==> config.mk <==
export PLATFORM = sky130hd
export DESIGN_NAME = sample_filter_bank
export DESIGN_NICKNAME = d
export VERILOG_FILES = /design/src/hw/rtl/sfb_pkg.sv /design/src/hw/rtl/sample_filter_bank.sv /design/src/hw/rtl/sfb_divider.sv
export VERILOG_INCLUDE_DIRS = /design/src /design/src/hw/rtl
export SDC_FILE = /design/constraint.sdc
export NUM_CORES = 2
export LEC_CHECK = 0
export BUFFER_PORTS_ARGS = -buffer_cell sky130_fd_sc_hd__clkbuf_2
export CAP_MARGIN = 20
export CORE_MARGIN = 2
export CORE_UTILIZATION = 45
export DETAILED_ROUTE_END_ITERATION = 12
export GPL_TIMING_DRIVEN = 0
export PLACE_DENSITY_LB_ADDON = 0.12
export SLEW_MARGIN = 20
export SYNTH_ARGS = -nofsm -noshare
export SYNTH_HDL_FRONTEND = slang
export SYNTH_SLANG_ARGS = --single-unit
export TNS_END_PERCENT = 10
==> constraint.sdc <==
create_clock -name clk -period 11.4 [get_ports clk]
set_clock_uncertainty 0.05 [all_clocks]
set_input_delay 0.57 -clock clk [delete_from_list [all_inputs] [get_ports clk]]
set_output_delay 0.57 -clock clk [all_outputs]
set_load 0.01 [all_outputs]
==> src/hw/rtl/assert_macros.svh <==
// ----------------------------------------------------------------------------
// assert_macros.svh
// Concurrent assertion shorthands shared by the filter bank RTL files.
// Each macro expects a clock named clk and an active-low reset named arst_n.
// ----------------------------------------------------------------------------
`ifndef ASSERT_MACROS_SVH
`define ASSERT_MACROS_SVH

// property holds on every clock edge outside reset
`define SFB_ASSERT(lbl, prop, msg) \
	lbl: assert property (@(posedge clk) disable iff (!arst_n) (prop)) else $error(msg);

// consequent holds in the same cycle as the antecedent
`define SFB_ASSERT_IMPLY(lbl, ante, cons, msg) \
	lbl: assert property (@(posedge clk) disable iff (!arst_n) (ante) |-> (cons)) \
		else $error(msg);

// consequent holds in the cycle after the antecedent
`define SFB_ASSERT_NEXT(lbl, ante, cons, msg) \
	lbl: assert property (@(posedge clk) disable iff (!arst_n) (ante) |=> (cons)) \
		else $error(msg);

`endif

==> src/hw/rtl/sfb_pkg.sv <==
// ----------------------------------------------------------------------------
// sfb_pkg
// Shared widths, register codes, FIR coefficient table, helper functions and
// types of the sample filter bank.
// ----------------------------------------------------------------------------
package sfb_pkg;

	// field widths
	localparam int SAMPLE_W   = 16;
	localparam int OUT_W      = 24;
	localparam int FRAC_W     = 8;
	localparam int GAIN_W     = 16;
	localparam int GAIN_FRAC  = 15;
	localparam int AVG_LEN_W  = 7;

	// arithmetic widths
	localparam int COEF_W     = 13;
	localparam int COEF_COUNT = 26;
	localparam int MUL_A_W    = GAIN_W + 1;
	localparam int PROD_W     = MUL_A_W + OUT_W;
	localparam int FIR_ACC_W  = 34;
	localparam int IIR_ACC_W  = 42;
	localparam int FIR_HALF   = 1 << (FRAC_W - 1);
	localparam int IIR_HALF   = 1 << (GAIN_FRAC - 1);

	localparam int OUT_MAX    = 8388607;
	localparam int OUT_MIN    = -8388608;

	// configuration port
	localparam int PADDR_W    = 4;
	localparam int APB_DATA_W = 32;

	localparam logic [1:0] REG_AVG_LEN       = 2'd0;
	localparam logic [1:0] REG_FEED_GAIN     = 2'd1;
	localparam logic [1:0] REG_FEEDBACK_GAIN = 2'd2;

	localparam logic [AVG_LEN_W-1:0] AVG_LEN_RESET       = 7'd50;
	localparam logic [GAIN_W-1:0]    FEED_GAIN_RESET     = 16'd3277;
	localparam logic [GAIN_W-1:0]    FEEDBACK_GAIN_RESET = 16'd29491;

	// symmetric low-pass taps, unsigned Q0.16
	localparam logic [COEF_W-1:0] FIR_COEF [COEF_COUNT] = '{
		13'd201,  13'd272,  13'd443,  13'd732,  13'd1144, 13'd1670, 13'd2284,
		13'd2950, 13'd3618, 13'd4238, 13'd4757, 13'd5131, 13'd5327, 13'd5327,
		13'd5131, 13'd4757, 13'd4238, 13'd3618, 13'd2950, 13'd2284, 13'd1670,
		13'd1144, 13'd732,  13'd443,  13'd272,  13'd201
	};

	// sequencer states
	typedef enum logic [2:0] {
		ST_IDLE,
		ST_SWEEP,
		ST_DRAIN,
		ST_IIR_B,
		ST_IIR_A,
		ST_IIR_SUM,
		ST_DIVIDE,
		ST_FINISH
	} sfb_state_t;

	// operand select of the shared multiplier
	typedef enum logic [1:0] {
		MUL_TAP,
		MUL_FEEDBACK,
		MUL_FEED
	} sfb_mul_sel_t;

	// divider status toward the sequencer
	typedef struct packed {
		logic busy;
		logic done;
	} sfb_div_status_t;

	// coefficient of tap k, zero past the table
	function automatic logic [COEF_W-1:0] fir_coef(input logic [7:0] k);
		if (k < 8'(COEF_COUNT)) begin
			return FIR_COEF[k[4:0]];
		end
		return '0;
	endfunction

	// clamp a wide signed value to the 24-bit result range
	function automatic logic signed [OUT_W-1:0] sat_out(input logic signed [IIR_ACC_W-1:0] v);
		if (v > IIR_ACC_W'(OUT_MAX)) begin
			return OUT_W'(OUT_MAX);
		end
		if (v < IIR_ACC_W'(OUT_MIN)) begin
			return OUT_W'(OUT_MIN);
		end
		return v[OUT_W-1:0];
	endfunction

endpackage

==> src/hw/rtl/sample_filter_bank.sv <==
// ----------------------------------------------------------------------------
// sample_filter_bank
// Moving average, 25-tap low-pass FIR and first-order IIR over a stream of
// signed 16-bit samples, one result transfer per sample transfer.
//
// Each accepted sample is written into a circular history memory and the
// block then stays busy (s_tready low) until its result is registered. The
// history is swept newest first at one entry per cycle through the memory
// read port, L = max(N, min(FIR_TAPS, 26, HISTORY_DEPTH)) entries, where N is
// average_length clamped to 1..HISTORY_DEPTH; each of the newest N entries is
// added into the average sum, and each entry within the FIR taps is
// multiplied by its tap in the one shared 17x24 multiplier. The same
// multiplier then forms the two IIR products, and a one-bit-per-cycle divider
// produces the rounded mean. A finished result waits in the output register
// while the next sample is taken. History entries that were never written
// read as zero through a fill count, so no clearing pass follows reset.
// Registers sit at byte addresses 0 (average_length), 4 (feed_gain) and 8
// (feedback_gain), and are to be written only while the block is idle.
// ----------------------------------------------------------------------------
`include "assert_macros.svh"

module sample_filter_bank #(
	parameter int HISTORY_DEPTH = 64,
	parameter int FIR_TAPS      = 25
) (
	input  logic                            clk,
	input  logic                            arst_n,
	// configuration port
	input  logic                            psel,
	input  logic                            penable,
	input  logic                            pwrite,
	input  logic [sfb_pkg::PADDR_W-1:0]     paddr,
	input  logic [sfb_pkg::APB_DATA_W-1:0]  pwdata,
	output logic [sfb_pkg::APB_DATA_W-1:0]  prdata,
	output logic                            pready,
	// sample stream
	input  logic                            s_tvalid,
	output logic                            s_tready,
	input  logic [15:0]                     s_tdata,  // [15:0] sample
	// result stream
	output logic                            m_tvalid,
	input  logic                            m_tready,
	output logic [71:0]                     m_tdata   // [23:0] average, [47:24] fir_result,
	                                                  // [71:48] iir_result
);
	import sfb_pkg::*;

	localparam int AW  = $clog2(HISTORY_DEPTH);
	localparam int NW  = $clog2(HISTORY_DEPTH + 1);
	localparam int AVW = SAMPLE_W + AW;
	localparam int DW  = AVW + FRAC_W;
	localparam int FIR_T1  = (FIR_TAPS < COEF_COUNT) ? FIR_TAPS : COEF_COUNT;
	localparam int FIR_EFF = (FIR_T1 < HISTORY_DEPTH) ? FIR_T1 : HISTORY_DEPTH;

	// sequencer
	sfb_state_t   state_q;
	sfb_state_t   state_d;
	logic         s_ready_c;
	logic         issue;
	logic         div_start;
	logic         out_load;
	sfb_mul_sel_t mul_sel;

	// configuration
	logic [AVG_LEN_W-1:0] avg_len_q;
	logic [GAIN_W-1:0]    feed_gain_q;
	logic [GAIN_W-1:0]    feedback_gain_q;
	logic                 cfg_we;

	// history and sweep control
	logic [SAMPLE_W-1:0]  hist_mem [HISTORY_DEPTH];
	logic [AW-1:0]        wp_q;
	logic [AW-1:0]        wp_next;
	logic [NW-1:0]        fill_q;
	logic [AW-1:0]        rd_addr_q;
	logic [NW-1:0]        k_q;
	logic [NW-1:0]        n_q;
	logic [NW-1:0]        n_new;
	logic [NW-1:0]        sweep_len_q;
	logic [NW-1:0]        sweep_new;
	logic signed [SAMPLE_W-1:0] sample_q;
	logic                 accept_in;

	// sweep pipeline
	logic [SAMPLE_W-1:0]        rdata_s1;
	logic [NW-1:0]              k_s1;
	logic                       v_s1;
	logic signed [SAMPLE_W-1:0] hist_m;
	logic signed [SAMPLE_W-1:0] h_s2;
	logic                       ae_s2;
	logic                       fe_s2;
	logic                       v_s2;
	logic signed [PROD_W-1:0]   prod_s2;

	// shared multiplier
	logic signed [MUL_A_W-1:0] mul_a;
	logic signed [OUT_W-1:0]   mul_b;
	logic signed [PROD_W-1:0]  mul_p;

	// accumulators and state
	logic signed [AVW-1:0]       avg_acc_q;
	logic signed [FIR_ACC_W-1:0] fir_acc_q;
	logic signed [IIR_ACC_W-1:0] iir_acc_q;
	logic signed [OUT_W-1:0]     iir_prev_q;

	// divider and result shaping
	logic [AVW-1:0]              avg_abs;
	logic [DW-1:0]               dividend;
	logic [OUT_W-1:0]            div_quot;
	sfb_div_status_t             div_st;
	logic signed [OUT_W:0]       avg_mag;
	logic signed [OUT_W:0]       avg_full;
	logic signed [FIR_ACC_W-1:0] fir_bias;
	logic signed [FIR_ACC_W-1:0] fir_shift;
	logic signed [IIR_ACC_W-1:0] iir_bias;
	logic signed [IIR_ACC_W-1:0] iir_shift;
	logic signed [OUT_W-1:0]     avg_sat;
	logic signed [OUT_W-1:0]     fir_sat;
	logic signed [OUT_W-1:0]     iir_sat;

	// output register
	logic                    m_tvalid_q;
	logic signed [OUT_W-1:0] out_avg_q;
	logic signed [OUT_W-1:0] out_fir_q;
	logic signed [OUT_W-1:0] out_iir_q;

	assign accept_in = s_tvalid && s_ready_c;
	assign cfg_we    = psel && penable && pwrite && pready;
	assign pready    = 1'b1;

	// next write slot and clamped lengths
	always_comb begin
		wp_next = (wp_q == AW'(HISTORY_DEPTH - 1)) ? '0 : wp_q + AW'(1);
		if (avg_len_q == '0) begin
			n_new = NW'(1);
		end else if (int'(avg_len_q) > HISTORY_DEPTH) begin
			n_new = NW'(HISTORY_DEPTH);
		end else begin
			n_new = NW'(avg_len_q);
		end
		sweep_new = (n_new > NW'(FIR_EFF)) ? n_new : NW'(FIR_EFF);
	end

	// register readback
	always_comb begin
		unique case (paddr[3:2])
			REG_AVG_LEN:       prdata = APB_DATA_W'(avg_len_q);
			REG_FEED_GAIN:     prdata = APB_DATA_W'(feed_gain_q);
			REG_FEEDBACK_GAIN: prdata = APB_DATA_W'(feedback_gain_q);
			default:           prdata = '0;
		endcase
	end

	// next state
	always_comb begin
		state_d = state_q;
		unique case (state_q)
			ST_IDLE:    if (s_tvalid) state_d = ST_SWEEP;
			ST_SWEEP:   if (k_q == sweep_len_q - NW'(1)) state_d = ST_DRAIN;
			ST_DRAIN:   if (!v_s1) state_d = ST_IIR_B;
			ST_IIR_B:   state_d = ST_IIR_A;
			ST_IIR_A:   state_d = ST_IIR_SUM;
			ST_IIR_SUM: state_d = ST_DIVIDE;
			ST_DIVIDE:  if (div_st.done) state_d = ST_FINISH;
			ST_FINISH:  if (!m_tvalid_q || m_tready) state_d = ST_IDLE;
			default:    state_d = ST_IDLE;
		endcase
	end

	// sequencer outputs
	always_comb begin
		s_ready_c = 1'b0;
		issue     = 1'b0;
		div_start = 1'b0;
		out_load  = 1'b0;
		mul_sel   = MUL_TAP;
		unique case (state_q)
			ST_IDLE:    s_ready_c = 1'b1;
			ST_SWEEP:   issue = 1'b1;
			ST_DRAIN:   mul_sel = MUL_TAP;
			ST_IIR_B:   mul_sel = MUL_FEEDBACK;
			ST_IIR_A:   mul_sel = MUL_FEED;
			ST_IIR_SUM: div_start = 1'b1;
			ST_DIVIDE:  mul_sel = MUL_TAP;
			ST_FINISH:  out_load = !m_tvalid_q || m_tready;
			default:    s_ready_c = 1'b0;
		endcase
	end

	// history memory, one write and one registered read per cycle
	always_ff @(posedge clk) begin
		if (accept_in) begin
			hist_mem[wp_next] <= s_tdata;
		end
		rdata_s1 <= hist_mem[rd_addr_q];
	end

	// entries older than the fill count read as zero
	assign hist_m = (k_s1 < fill_q) ? signed'(rdata_s1) : '0;

	// shared multiplier operand select
	always_comb begin
		unique case (mul_sel)
			MUL_FEEDBACK: begin
				mul_a = signed'({1'b0, feedback_gain_q});
				mul_b = iir_prev_q;
			end
			MUL_FEED: begin
				mul_a = signed'({1'b0, feed_gain_q});
				mul_b = signed'({sample_q, {FRAC_W{1'b0}}});
			end
			default: begin
				mul_a = signed'({{(MUL_A_W - COEF_W){1'b0}}, fir_coef(8'(k_s1))});
				mul_b = OUT_W'(hist_m);
			end
		endcase
		mul_p = mul_a * mul_b;
	end

	// control registers
	always_ff @(posedge clk or negedge arst_n) begin
		if (!arst_n) begin
			state_q         <= ST_IDLE;
			avg_len_q       <= AVG_LEN_RESET;
			feed_gain_q     <= FEED_GAIN_RESET;
			feedback_gain_q <= FEEDBACK_GAIN_RESET;
			wp_q            <= '0;
			fill_q          <= '0;
			k_q             <= '0;
			sweep_len_q     <= NW'(1);
			v_s1            <= 1'b0;
			v_s2            <= 1'b0;
			m_tvalid_q      <= 1'b0;
			iir_prev_q      <= '0;
		end else begin
			state_q <= state_d;
			v_s1    <= issue;
			v_s2    <= v_s1;
			if (cfg_we) begin
				unique case (paddr[3:2])
					REG_AVG_LEN:       avg_len_q       <= pwdata[AVG_LEN_W-1:0];
					REG_FEED_GAIN:     feed_gain_q     <= pwdata[GAIN_W-1:0];
					REG_FEEDBACK_GAIN: feedback_gain_q <= pwdata[GAIN_W-1:0];
					default:           avg_len_q       <= avg_len_q;
				endcase
			end
			if (accept_in) begin
				wp_q        <= wp_next;
				k_q         <= '0;
				sweep_len_q <= sweep_new;
				if (fill_q != NW'(HISTORY_DEPTH)) begin
					fill_q <= fill_q + NW'(1);
				end
			end else if (issue) begin
				k_q <= k_q + NW'(1);
			end
			if (out_load) begin
				m_tvalid_q <= 1'b1;
				iir_prev_q <= iir_sat;
			end else if (m_tready) begin
				m_tvalid_q <= 1'b0;
			end
		end
	end

	// sweep pipeline and accumulators
	always_ff @(posedge clk) begin
		k_s1    <= k_q;
		h_s2    <= hist_m;
		ae_s2   <= (k_s1 < n_q);
		fe_s2   <= (k_s1 < NW'(FIR_EFF));
		prod_s2 <= mul_p;
		if (accept_in) begin
			rd_addr_q <= wp_next;
			n_q       <= n_new;
			sample_q  <= signed'(s_tdata);
			avg_acc_q <= '0;
			fir_acc_q <= '0;
		end else begin
			if (issue) begin
				rd_addr_q <= (rd_addr_q == '0) ? AW'(HISTORY_DEPTH - 1) : rd_addr_q - AW'(1);
			end
			if (v_s2 && ae_s2) begin
				avg_acc_q <= avg_acc_q + AVW'(h_s2);
			end
			if (v_s2 && fe_s2) begin
				fir_acc_q <= fir_acc_q + FIR_ACC_W'(prod_s2);
			end
		end
		if (state_q == ST_IIR_A) begin
			iir_acc_q <= IIR_ACC_W'(prod_s2);
		end else if (state_q == ST_IIR_SUM) begin
			iir_acc_q <= iir_acc_q + IIR_ACC_W'(prod_s2);
		end
	end

	// rounded mean: (|sum| * 256 + n/2) / n
	always_comb begin
		avg_abs  = avg_acc_q[AVW-1] ? unsigned'(-avg_acc_q) : unsigned'(avg_acc_q);
		dividend = {avg_abs, {FRAC_W{1'b0}}} + DW'(n_q >> 1);
	end

	sfb_divider #(
		.DIVIDEND_W (DW),
		.DIVISOR_W  (NW)
	) u_divider (
		.clk      (clk),
		.arst_n   (arst_n),
		.start    (div_start),
		.dividend (dividend),
		.divisor  (n_q),
		.quotient (div_quot),
		.status   (div_st)
	);

	// sign restore, round half away from zero, saturate
	always_comb begin
		avg_mag   = signed'({1'b0, div_quot});
		avg_full  = avg_acc_q[AVW-1] ? -avg_mag : avg_mag;
		avg_sat   = sat_out(IIR_ACC_W'(avg_full));
		fir_bias  = fir_acc_q + (fir_acc_q[FIR_ACC_W-1] ? FIR_ACC_W'(FIR_HALF - 1)
		                                                : FIR_ACC_W'(FIR_HALF));
		fir_shift = fir_bias >>> FRAC_W;
		fir_sat   = sat_out(IIR_ACC_W'(fir_shift));
		iir_bias  = iir_acc_q + (iir_acc_q[IIR_ACC_W-1] ? IIR_ACC_W'(IIR_HALF - 1)
		                                                : IIR_ACC_W'(IIR_HALF));
		iir_shift = iir_bias >>> GAIN_FRAC;
		iir_sat   = sat_out(iir_shift);
	end

	// result register
	always_ff @(posedge clk) begin
		if (out_load) begin
			out_avg_q <= avg_sat;
			out_fir_q <= fir_sat;
			out_iir_q <= iir_sat;
		end
	end

	assign s_tready = s_ready_c;
	assign m_tvalid = m_tvalid_q;
	assign m_tdata  = {out_iir_q, out_fir_q, out_avg_q};

	`SFB_ASSERT(a_fill_bound, fill_q <= NW'(HISTORY_DEPTH), "fill count past history depth")
	`SFB_ASSERT(a_sweep_bound, k_q <= sweep_len_q, "sweep index past sweep length")
	`SFB_ASSERT_IMPLY(a_done_in_divide, div_st.done, state_q == ST_DIVIDE, "divider done outside divide")
	`SFB_ASSERT_NEXT(a_result_held, state_q == ST_FINISH && m_tvalid_q && !m_tready,
		state_q == ST_FINISH, "pending result overwritten")

endmodule

==> src/hw/rtl/sfb_divider.sv <==
// ----------------------------------------------------------------------------
// sfb_divider
// Restoring unsigned divider, one quotient bit per cycle. The caller
// guarantees that the quotient fits in OUT_W bits, so only the low OUT_W
// dividend bits are iterated and the upper bits seed the remainder.
// ----------------------------------------------------------------------------
`include "assert_macros.svh"

module sfb_divider #(
	parameter int DIVIDEND_W = 30,
	parameter int DIVISOR_W  = 7
) (
	input  logic                     clk,
	input  logic                     arst_n,
	input  logic                     start,
	input  logic [DIVIDEND_W-1:0]    dividend,
	input  logic [DIVISOR_W-1:0]     divisor,
	output logic [sfb_pkg::OUT_W-1:0] quotient,
	output sfb_pkg::sfb_div_status_t status
);
	import sfb_pkg::*;

	localparam int CW = $clog2(OUT_W);

	logic [DIVISOR_W-1:0] rem_q;
	logic [DIVISOR_W-1:0] dvs_q;
	logic [OUT_W-1:0]     quo_q;
	logic [CW-1:0]        cnt_q;
	logic                 busy_q;
	logic                 done_q;

	logic [DIVIDEND_W-1:0] dividend_hi;
	logic [DIVISOR_W:0]    trial;
	logic [DIVISOR_W:0]    diff;
	logic                  fits;

	// upper dividend bits start the remainder
	assign dividend_hi = dividend >> OUT_W;

	// one restoring step
	always_comb begin
		trial = {rem_q, quo_q[OUT_W-1]};
		diff  = trial - {1'b0, dvs_q};
		fits  = (trial >= {1'b0, dvs_q});
	end

	// step control
	always_ff @(posedge clk or negedge arst_n) begin
		if (!arst_n) begin
			busy_q <= 1'b0;
			done_q <= 1'b0;
			cnt_q  <= '0;
		end else begin
			done_q <= 1'b0;
			if (start) begin
				busy_q <= 1'b1;
				cnt_q  <= '0;
			end else if (busy_q) begin
				cnt_q <= cnt_q + CW'(1);
				if (cnt_q == CW'(OUT_W - 1)) begin
					busy_q <= 1'b0;
					done_q <= 1'b1;
				end
			end
		end
	end

	// remainder and quotient shift register
	always_ff @(posedge clk) begin
		if (start) begin
			rem_q <= dividend_hi[DIVISOR_W-1:0];
			quo_q <= dividend[OUT_W-1:0];
			dvs_q <= divisor;
		end else if (busy_q) begin
			rem_q <= fits ? diff[DIVISOR_W-1:0] : trial[DIVISOR_W-1:0];
			quo_q <= {quo_q[OUT_W-2:0], fits};
		end
	end

	assign quotient    = quo_q;
	assign status.busy = busy_q;
	assign status.done = done_q;

	`SFB_ASSERT_IMPLY(a_div_rem_below, busy_q, rem_q < dvs_q, "divider remainder not below divisor")
	`SFB_ASSERT_IMPLY(a_div_start_idle, start, !busy_q, "divider restarted while busy")
	`SFB_ASSERT_IMPLY(a_div_done_end, done_q, !busy_q && $past(busy_q), "divider done without a run")

endmodule

Yosys cells after proc, flatten, opt, wreduce, memory -nomap -nowiden
Memories as Yosys holds them, arrays and structs flattened. A register that Yosys moved wholly into a read port is not among the register bits.
Cells that the tools add are included.
- memories kept: 2
- input bits: 59
- word-level logic and storage cells: 181
- memory bits (writable): 1024
- ROM bits: 416
- bits in registers: 406
- eq/ne operators: 20
- add/sub/neg operators: 15
- bitwise logic cells: 1
- $lt $le $gt $ge: 14
- multiplexer cells: 74
- reduce and logical (&&, ||, !) cells: 21
- multipliers: 1
- memories (memory ; words ; width ; read ports ; clocked after Yosys merged registers in ; write ports ; line ; source):
    hist_mem ; 64 ; 16 ; 1 ; 1 ; 1 ; sample_filter_bank.sv:71 ; logic [SAMPLE_W-1:0] hist_mem [HISTORY_DEPTH];
    (no name shown) ; 32 ; 13 ; 1 ; 0 ; 0 ; sfb_pkg.sv:77 ; return FIR_COEF[k[4:0]];
- operator list (operator ; number):
    $mux W24 ; 14
    $mux W42 ; 2
    $mux W13 ; 4
    $pmux W16 S3 ; 1
    $pmux W24 S2 ; 1
    $add A42 B16 Y42 ; 1
    $add A42 B41 Y42 ; 1
    $mux W7 ; 6
    $mul A17 B24 Y41 ; 1
    $mux W6 ; 6
    $add A34 B34 Y34 ; 1
    $add A34 B9 Y34 ; 1
    $pmux W16 S2 ; 1
    $add A30 B6 Y30 ; 1
    $gt A27 B24 Y1 const B ; 1
    $lt A27 B24 Y1 const B ; 1
    $gt A26 B24 Y1 const B ; 1
    $lt A26 B24 Y1 const B ; 1
    $gt A25 B24 Y1 const B ; 1
    $lt A25 B24 Y1 const B ; 1
    $mux W1 ; 25
    $mux W25 ; 1
    $neg A24 Y25 ; 1
    $pmux W3 S8 ; 1
    other kinds (44) ; 71

Depth between registers and ports, before layout
- depth after elaboration: 8
- gate-level depth with buffers: 37
- mapped depth without buffers: 35

Hierarchy
From an unflattened synthesis, not the netlist that was laid out.
- cell total of the unflattened synthesis: 5612
- area, all modules: 77025.1 µm²
- by module, submodules not included (module ; instances ; seq. area each (µm²) ; area an instance (µm²) ; cells an instance):
    sample_filter_bank ; 1 ; 40233.6 ; 74760.5 ; 5443
    sfb_divider ; 1 ; 1306.3 ; 2264.7 ; 169

Worst setup path before layout
Ideal clock, no wire load.
- path kind: register to register
- from: register fill_q[1]
- to: register prod_s2[40]
- arrival: 8.353 ns
- data required time: 11.222 ns
- stages on the path, launching flop included: 37
- slack: 2.869 ns
- path buffers: 2
- cell sequence: dfrtp_1 -> inv_1 -> ha_1 -> a21o_1 -> a21o_1 -> a21o_1 -> a21o_1 -> a21o_1 -> a21oi_2 -> and2_1 -> clkbuf_1 -> buf_4 -> a22o_1 -> nand2_1 -> fa_1 -> inv_1 -> fa_1 -> inv_1 -> fa_1 -> inv_1 -> fa_1 -> fa_1 -> inv_1 -> fa_1 -> inv_1 -> ha_1 -> a21o_1 -> a21o_1 -> a2111oi_0 -> o21bai_1 -> a21oi_1 -> a31oi_1 -> a221oi_2 -> o21ai_1 -> o41ai_2 -> mux2i_1 -> nand4_1
- longest elaborated chain between the ends: 4
- RTL lines (item ; line ; source):
    start, declared ; sample_filter_bank.sv:74 ; logic [NW-1:0] fill_q;
    start signal, assigned ; sample_filter_bank.sv:252 ; fill_q <= fill_q + NW'(1);
    $lt A7 B7 Y1 ; sample_filter_bank.sv:199 ; assign hist_m = (k_s1 < fill_q) ? signed'(rdata_s1) : '0;
    $mux W16 ; sample_filter_bank.sv:199 ;
    $pmux W24 S2 ; sample_filter_bank.sv:203 ; unique case (mul_sel)
    $mul A17 B24 Y41 ; sample_filter_bank.sv:217 ; mul_p = mul_a * mul_b;
    net mul_p[40] ; sample_filter_bank.sv:98 ; logic signed [PROD_W-1:0] mul_p;
    end signal, assigned ; sample_filter_bank.sv:272 ; prod_s2 <= mul_p;
    end, declared ; sample_filter_bank.sv:93 ; logic signed [PROD_W-1:0] prod_s2;
The timed path passes the listed nets, and every way through them passes these cells.
A chain may end at the register's enable or synchronous reset.

Worst setup path in the final report
- from: register k_s1[1]
- to: register prod_s2[40]
- longest elaborated chain between the ends: 8
- elaborated cells between the ends (all ways): 14
- those cells by class: mul: 1; order compare: 2; mux: 9; bitwise: 1; memory: 1
- RTL lines (item ; line ; source):
    start, declared ; sample_filter_bank.sv:86 ; logic [NW-1:0] k_s1;
    start signal, assigned ; sample_filter_bank.sv:268 ; k_s1 <= k_q;
    $not A5 Y6 (not written as such) ; sfb_pkg.sv:77 ;
    $mem_v2 Z32 W13 ; - ;
    $mux W13 (not written as such) (2 in series) ; sfb_pkg.sv:77 ;
    $mux W13 ; sfb_pkg.sv:76 ; if (k < 8'(COEF_COUNT)) begin
    $mux W13 ; sfb_pkg.sv:79 ; return '0;
    $pmux W16 S2 ; sample_filter_bank.sv:203 ;
    $mul A17 B24 Y41 (*) ; sample_filter_bank.sv:217 ;
    net mul_p[40] ; sample_filter_bank.sv:98 ;
The timed path passes the listed nets; every way through them passes the cells marked *. The select of a mux whose other input is x is not followed.

==> results <==
- The x dimension of the die is 417 um.
- The root buffer cell is clkbuf_16.
- The beginning of the worst register-to-register path is k_s1[1].
- The via count of the first global-routing pass was 48.0k.
- The final critical-path required period is 10.49 ns.
- The maximum fanout count along the critical path is 10.
- The path class of the lowest-slack min-delay path is input port to flop.
- Dividing the detail-routed wire length by the instance count gives 26.4 um.
- For this run, asynchronously set or reset flops after synthesis account for 7.12%.
- The final critical-path setup slack is 0.914 ns.
- Once the floorplan was initialized, standard cells occupied 45.3% of the core.
- Setup repair after global routing left no endpoint under its margin.
- The worst hold slack is 0.0605 ns.
- The cell repeated most along the worst path is fa_1.
- The share of final-layout standard cells stronger than drive strength 1 is 16.5%.
- The count of flip-flops with a built-in enable after synthesis is 1,204.
- The initial antenna violation count is 11.
- The global-route usage over all layers is 25.8%.
- The worst setup path is launched from a flop.
- The sum of negative setup slack is 0 ns.
- Of the available clock period, the critical path in the final layout requires 92.0%.
- The number of detailed-routing iterations run before antenna repair is 6.
- The aggregate routed wire length is 222 mm.
- Derived from the worst setup path, the maximum achievable clock frequency is 95.4 MHz.
- The later pin in the worst-skew pair is clocked with a latency of 0.83 ns.
- Clock-pin slew was measured on the worst setup and hold paths at 0.06 ns.
- The endpoint class of the critical path is a flop.
- The number of buffers on the longest clock path is 3.
- The number of maximum-capacitance constraint violations is 0.
- The count of unresolved DRC violations after routing is 0.
- The detail route stage leaves a number of antenna-violating nets equal to 0.
- The total congestion overflow after global routing is 0.
- Entering global routing, the biggest net connects 70 pins.
- The top cell type by area accounts for 47.1% of the synthesized area.
- The reg-to-reg endpoint is prod_s2[40].
- TritonCTS created 159 clock buffers.
- Measured against its own limit, the worst slew margin works out to 19.6%.
- Yosys attributes the largest share of cell area to edfxtp_1, fa_1, mux4_2, ha_1, dfxtp_1.
- The number of warning messages in the yosys log is 0.
- The master of the slowest instance on the critical path is fa_1.
- Sequential cells were found to cover 54.1% of the synthesized design area.
- Buffers placed on the I/O ports in this run total 130.
- The slew at the pin closest to its max-slew limit is 1.21 ns.
- The CTS sink count is 1,446.
- On the worst path, the slowest cell contributes a delay of 0.59 ns.
- Synthesis instantiated 93 different standard cells from the library.
- The CTS tree is yes.
- In this run the mean area of a mapped cell was 13.6 um^2.
- The area added between synthesis and finish is 13.3%.
- The first global-routing pass estimated 326 mm of wire.
- The worst hold path terminates at feed_gain_q[0].
- The number of rows created at floorplan is 151.
- Pin placement for this block handled 166 I/O pins.
- The setup slack on the worst flop-to-flop path is 0.91 ns.
- In this run, the number of DRC markers left after iteration 0 of detailed routing was 3,982.
- Data on the critical path arrives at its endpoint at 11.09 ns.
- Detailed routing inserted a total of 47.0k vias.
- In this run the number of H-tree levels came out at 4.
- The post-DP HPWL is 167 mm.
- The via count normalized by instance count is 5.59.
- The area enclosed by the die boundary is 0.174 mm^2.
- The worst setup path is of the flop to flop kind.
- The layout filler cell count is 14.4k.
- STA puts the critical path data required time at 12.00 ns.
- The logic depth of the worst register-to-register path is 34.
- The number of gates resized after CTS is 0.
- The most used flip-flop cell after synthesis is edfxtp_1.
- The net count reported at finish is 6,744.
- The worst hold path was traced through 2 stages.
- The core area is 0.169 mm^2.
- The number of slew-limit violations in the final report is 0.
- The synthesized design contains 1,446 register bits.
- The final count of hold timing violations is 0.
- The vertical die dimension is 417 um.
- The congestion estimate from routability-driven global placement came to 0.938.
- The worst hold path startpoint is pwdata[0].
- The number of endpoints failing setup at the final stage is 0.
- The flow ran to the end, and the final reports show no timing, DRC or antenna violations.
- The cell count after synthesis came out at 5,654.
- The buffers inserted during post-CTS setup optimization is 0.
- The post-synthesis instance area is 0.0768 mm^2.
- At the end of the flow the core is filled with cells to 51.4%.
- Before CTS, the worst setup slack after placement is 0.999 ns.
- The cell taking the most area after synthesis is edfxtp_1.
[sequential cells by signal (all words and copies together), names as in the netlist, 16 cells and up]
register and flops:
rdata_s1 16, out_fir_q 24, feed_gain_q 16, h_s2 16
out_avg_q 24, prod_s2 41, hist_mem 1024, sample_q 16
u_divider.quotient 24, out_iir_q 24, iir_prev_q 24, avg_acc_q 22
feedback_gain_q 16, iir_acc_q 42, fir_acc_q 34
[cells in the mapped netlist (24+ instances only)]
library cell and instances:
edfxtp_1 1204, inv_1 560, nand2_1 470, nor2_1 408, fa_1 381, mux4_2 312
ha_1 257, a21oi_1 250, o21ai_0 192, clkbuf_1 159, dfxtp_1 139, xnor2_1 120
xor2_1 111, dfrtp_1 83, mux2_2 72, a21o_1 68, nand3_1 65, and2_1 51
mux2i_1 44, nor3_1 41, nor2b_1 40, o21ai_1 40, buf_1 38, buf_2 35
nand2b_1 35, and3_1 31, o22ai_1 30, or3_1 26, o21a_1 25, o31ai_1 25
a31oi_1 24, nand4_1 24
[worst max path at each step]
stage / from / endpoint / slack (ns) / cells after the start
floorplan: fill_q[1] / prod_s2[40] / 2.87 / 36
global placement: k_s1[0] / prod_s2[40] / 0.95 / 33
detailed placement: k_s1[1] / prod_s2[40] / 1.0 / 34
CTS: k_s1[1] / prod_s2[40] / 0.93 / 34
global route: k_s1[1] / prod_s2[40] / 0.51 / 34
finish: k_s1[1] / prod_s2[40] / 0.91 / 34
[kinds of logic (layout without fill, tap and decap cells)]
logic type               Yosys count  after routing  synth area share, %
multiplexers                     428            428                 10.8
flip-flops                      1446           1446                 54.1
AND/OR/NAND/NOR                 1249           1249                 7.24
other                              2             19              0.00978
buffers and inverters            815           1329                 4.15
adder cells (fa/ha/maj)          641            641                 14.2
AO/OA/AOI/OAI                    841            841                 6.91
XOR/XNOR                         232            232                 2.66
[per-layer routing]
metal  share of wire, %  GRT usage [%]
met1                 41           33.1
met2                 49           43.2
met3                5.4           3.79
met4                5.1           12.2
met5             0.0059              0
[area by class of cell]
class	instances	area (um^2)	area share, %
sequential	1446	41500	47.7
multi-input combinational	3408	32400	37.2
clock buffer	213	4370	5.02
tap	2218	2780	3.19
inverter	561	2110	2.42
timing repair buffer	217	1890	2.17
buffer	254	1100	1.26
clock inverter	84	833	0.957
antenna	2	5.00	0.00575
[cell usage in the layout (no fill, tap or decap), types with 122 or more instances in the layout]
cell type / n
edfxtp_1: 1204
ha_1: 257
inv_1: 560
fa_1: 381
clkbuf_2: 122
clkbuf_16: 164
nand2_1: 469
a21oi_1: 249
dfxtp_1: 139
clkbuf_1: 194
mux4_2: 312
nor2_1: 344
o21ai_0: 191
[worst max-delay path: cells and delay by family (launching register included)]
family | cells | cell delay [ns]
adder cells (fa/ha/maj) | 8 | 3.76
AO/OA/AOI/OAI | 14 | 3.74
buffers and inverters | 6 | 1.11
AND/OR/NAND/NOR | 5 | 0.87
flip-flops | 1 | 0.52
multiplexers | 1 | 0.23
[stage by stage]
step,std cells,instance area (um^2)
floorplan,5669,76800
global placement,8017,80300
detailed placement,8086,81600
CTS,8400,87000
global route,8402,87000
finish,8403,87000
[what timing repair did]
| action | CTS | global route |
|---|---|---|
| endpoints found under the hold margin | 75 | 0 |
| endpoints found under the setup margin | 0 | 0 |
| hold buffers | 17 | 0 |
Power is not shown: default switching activity piles up to over one toggle a cycle in this logic, so the estimate is an artifact.
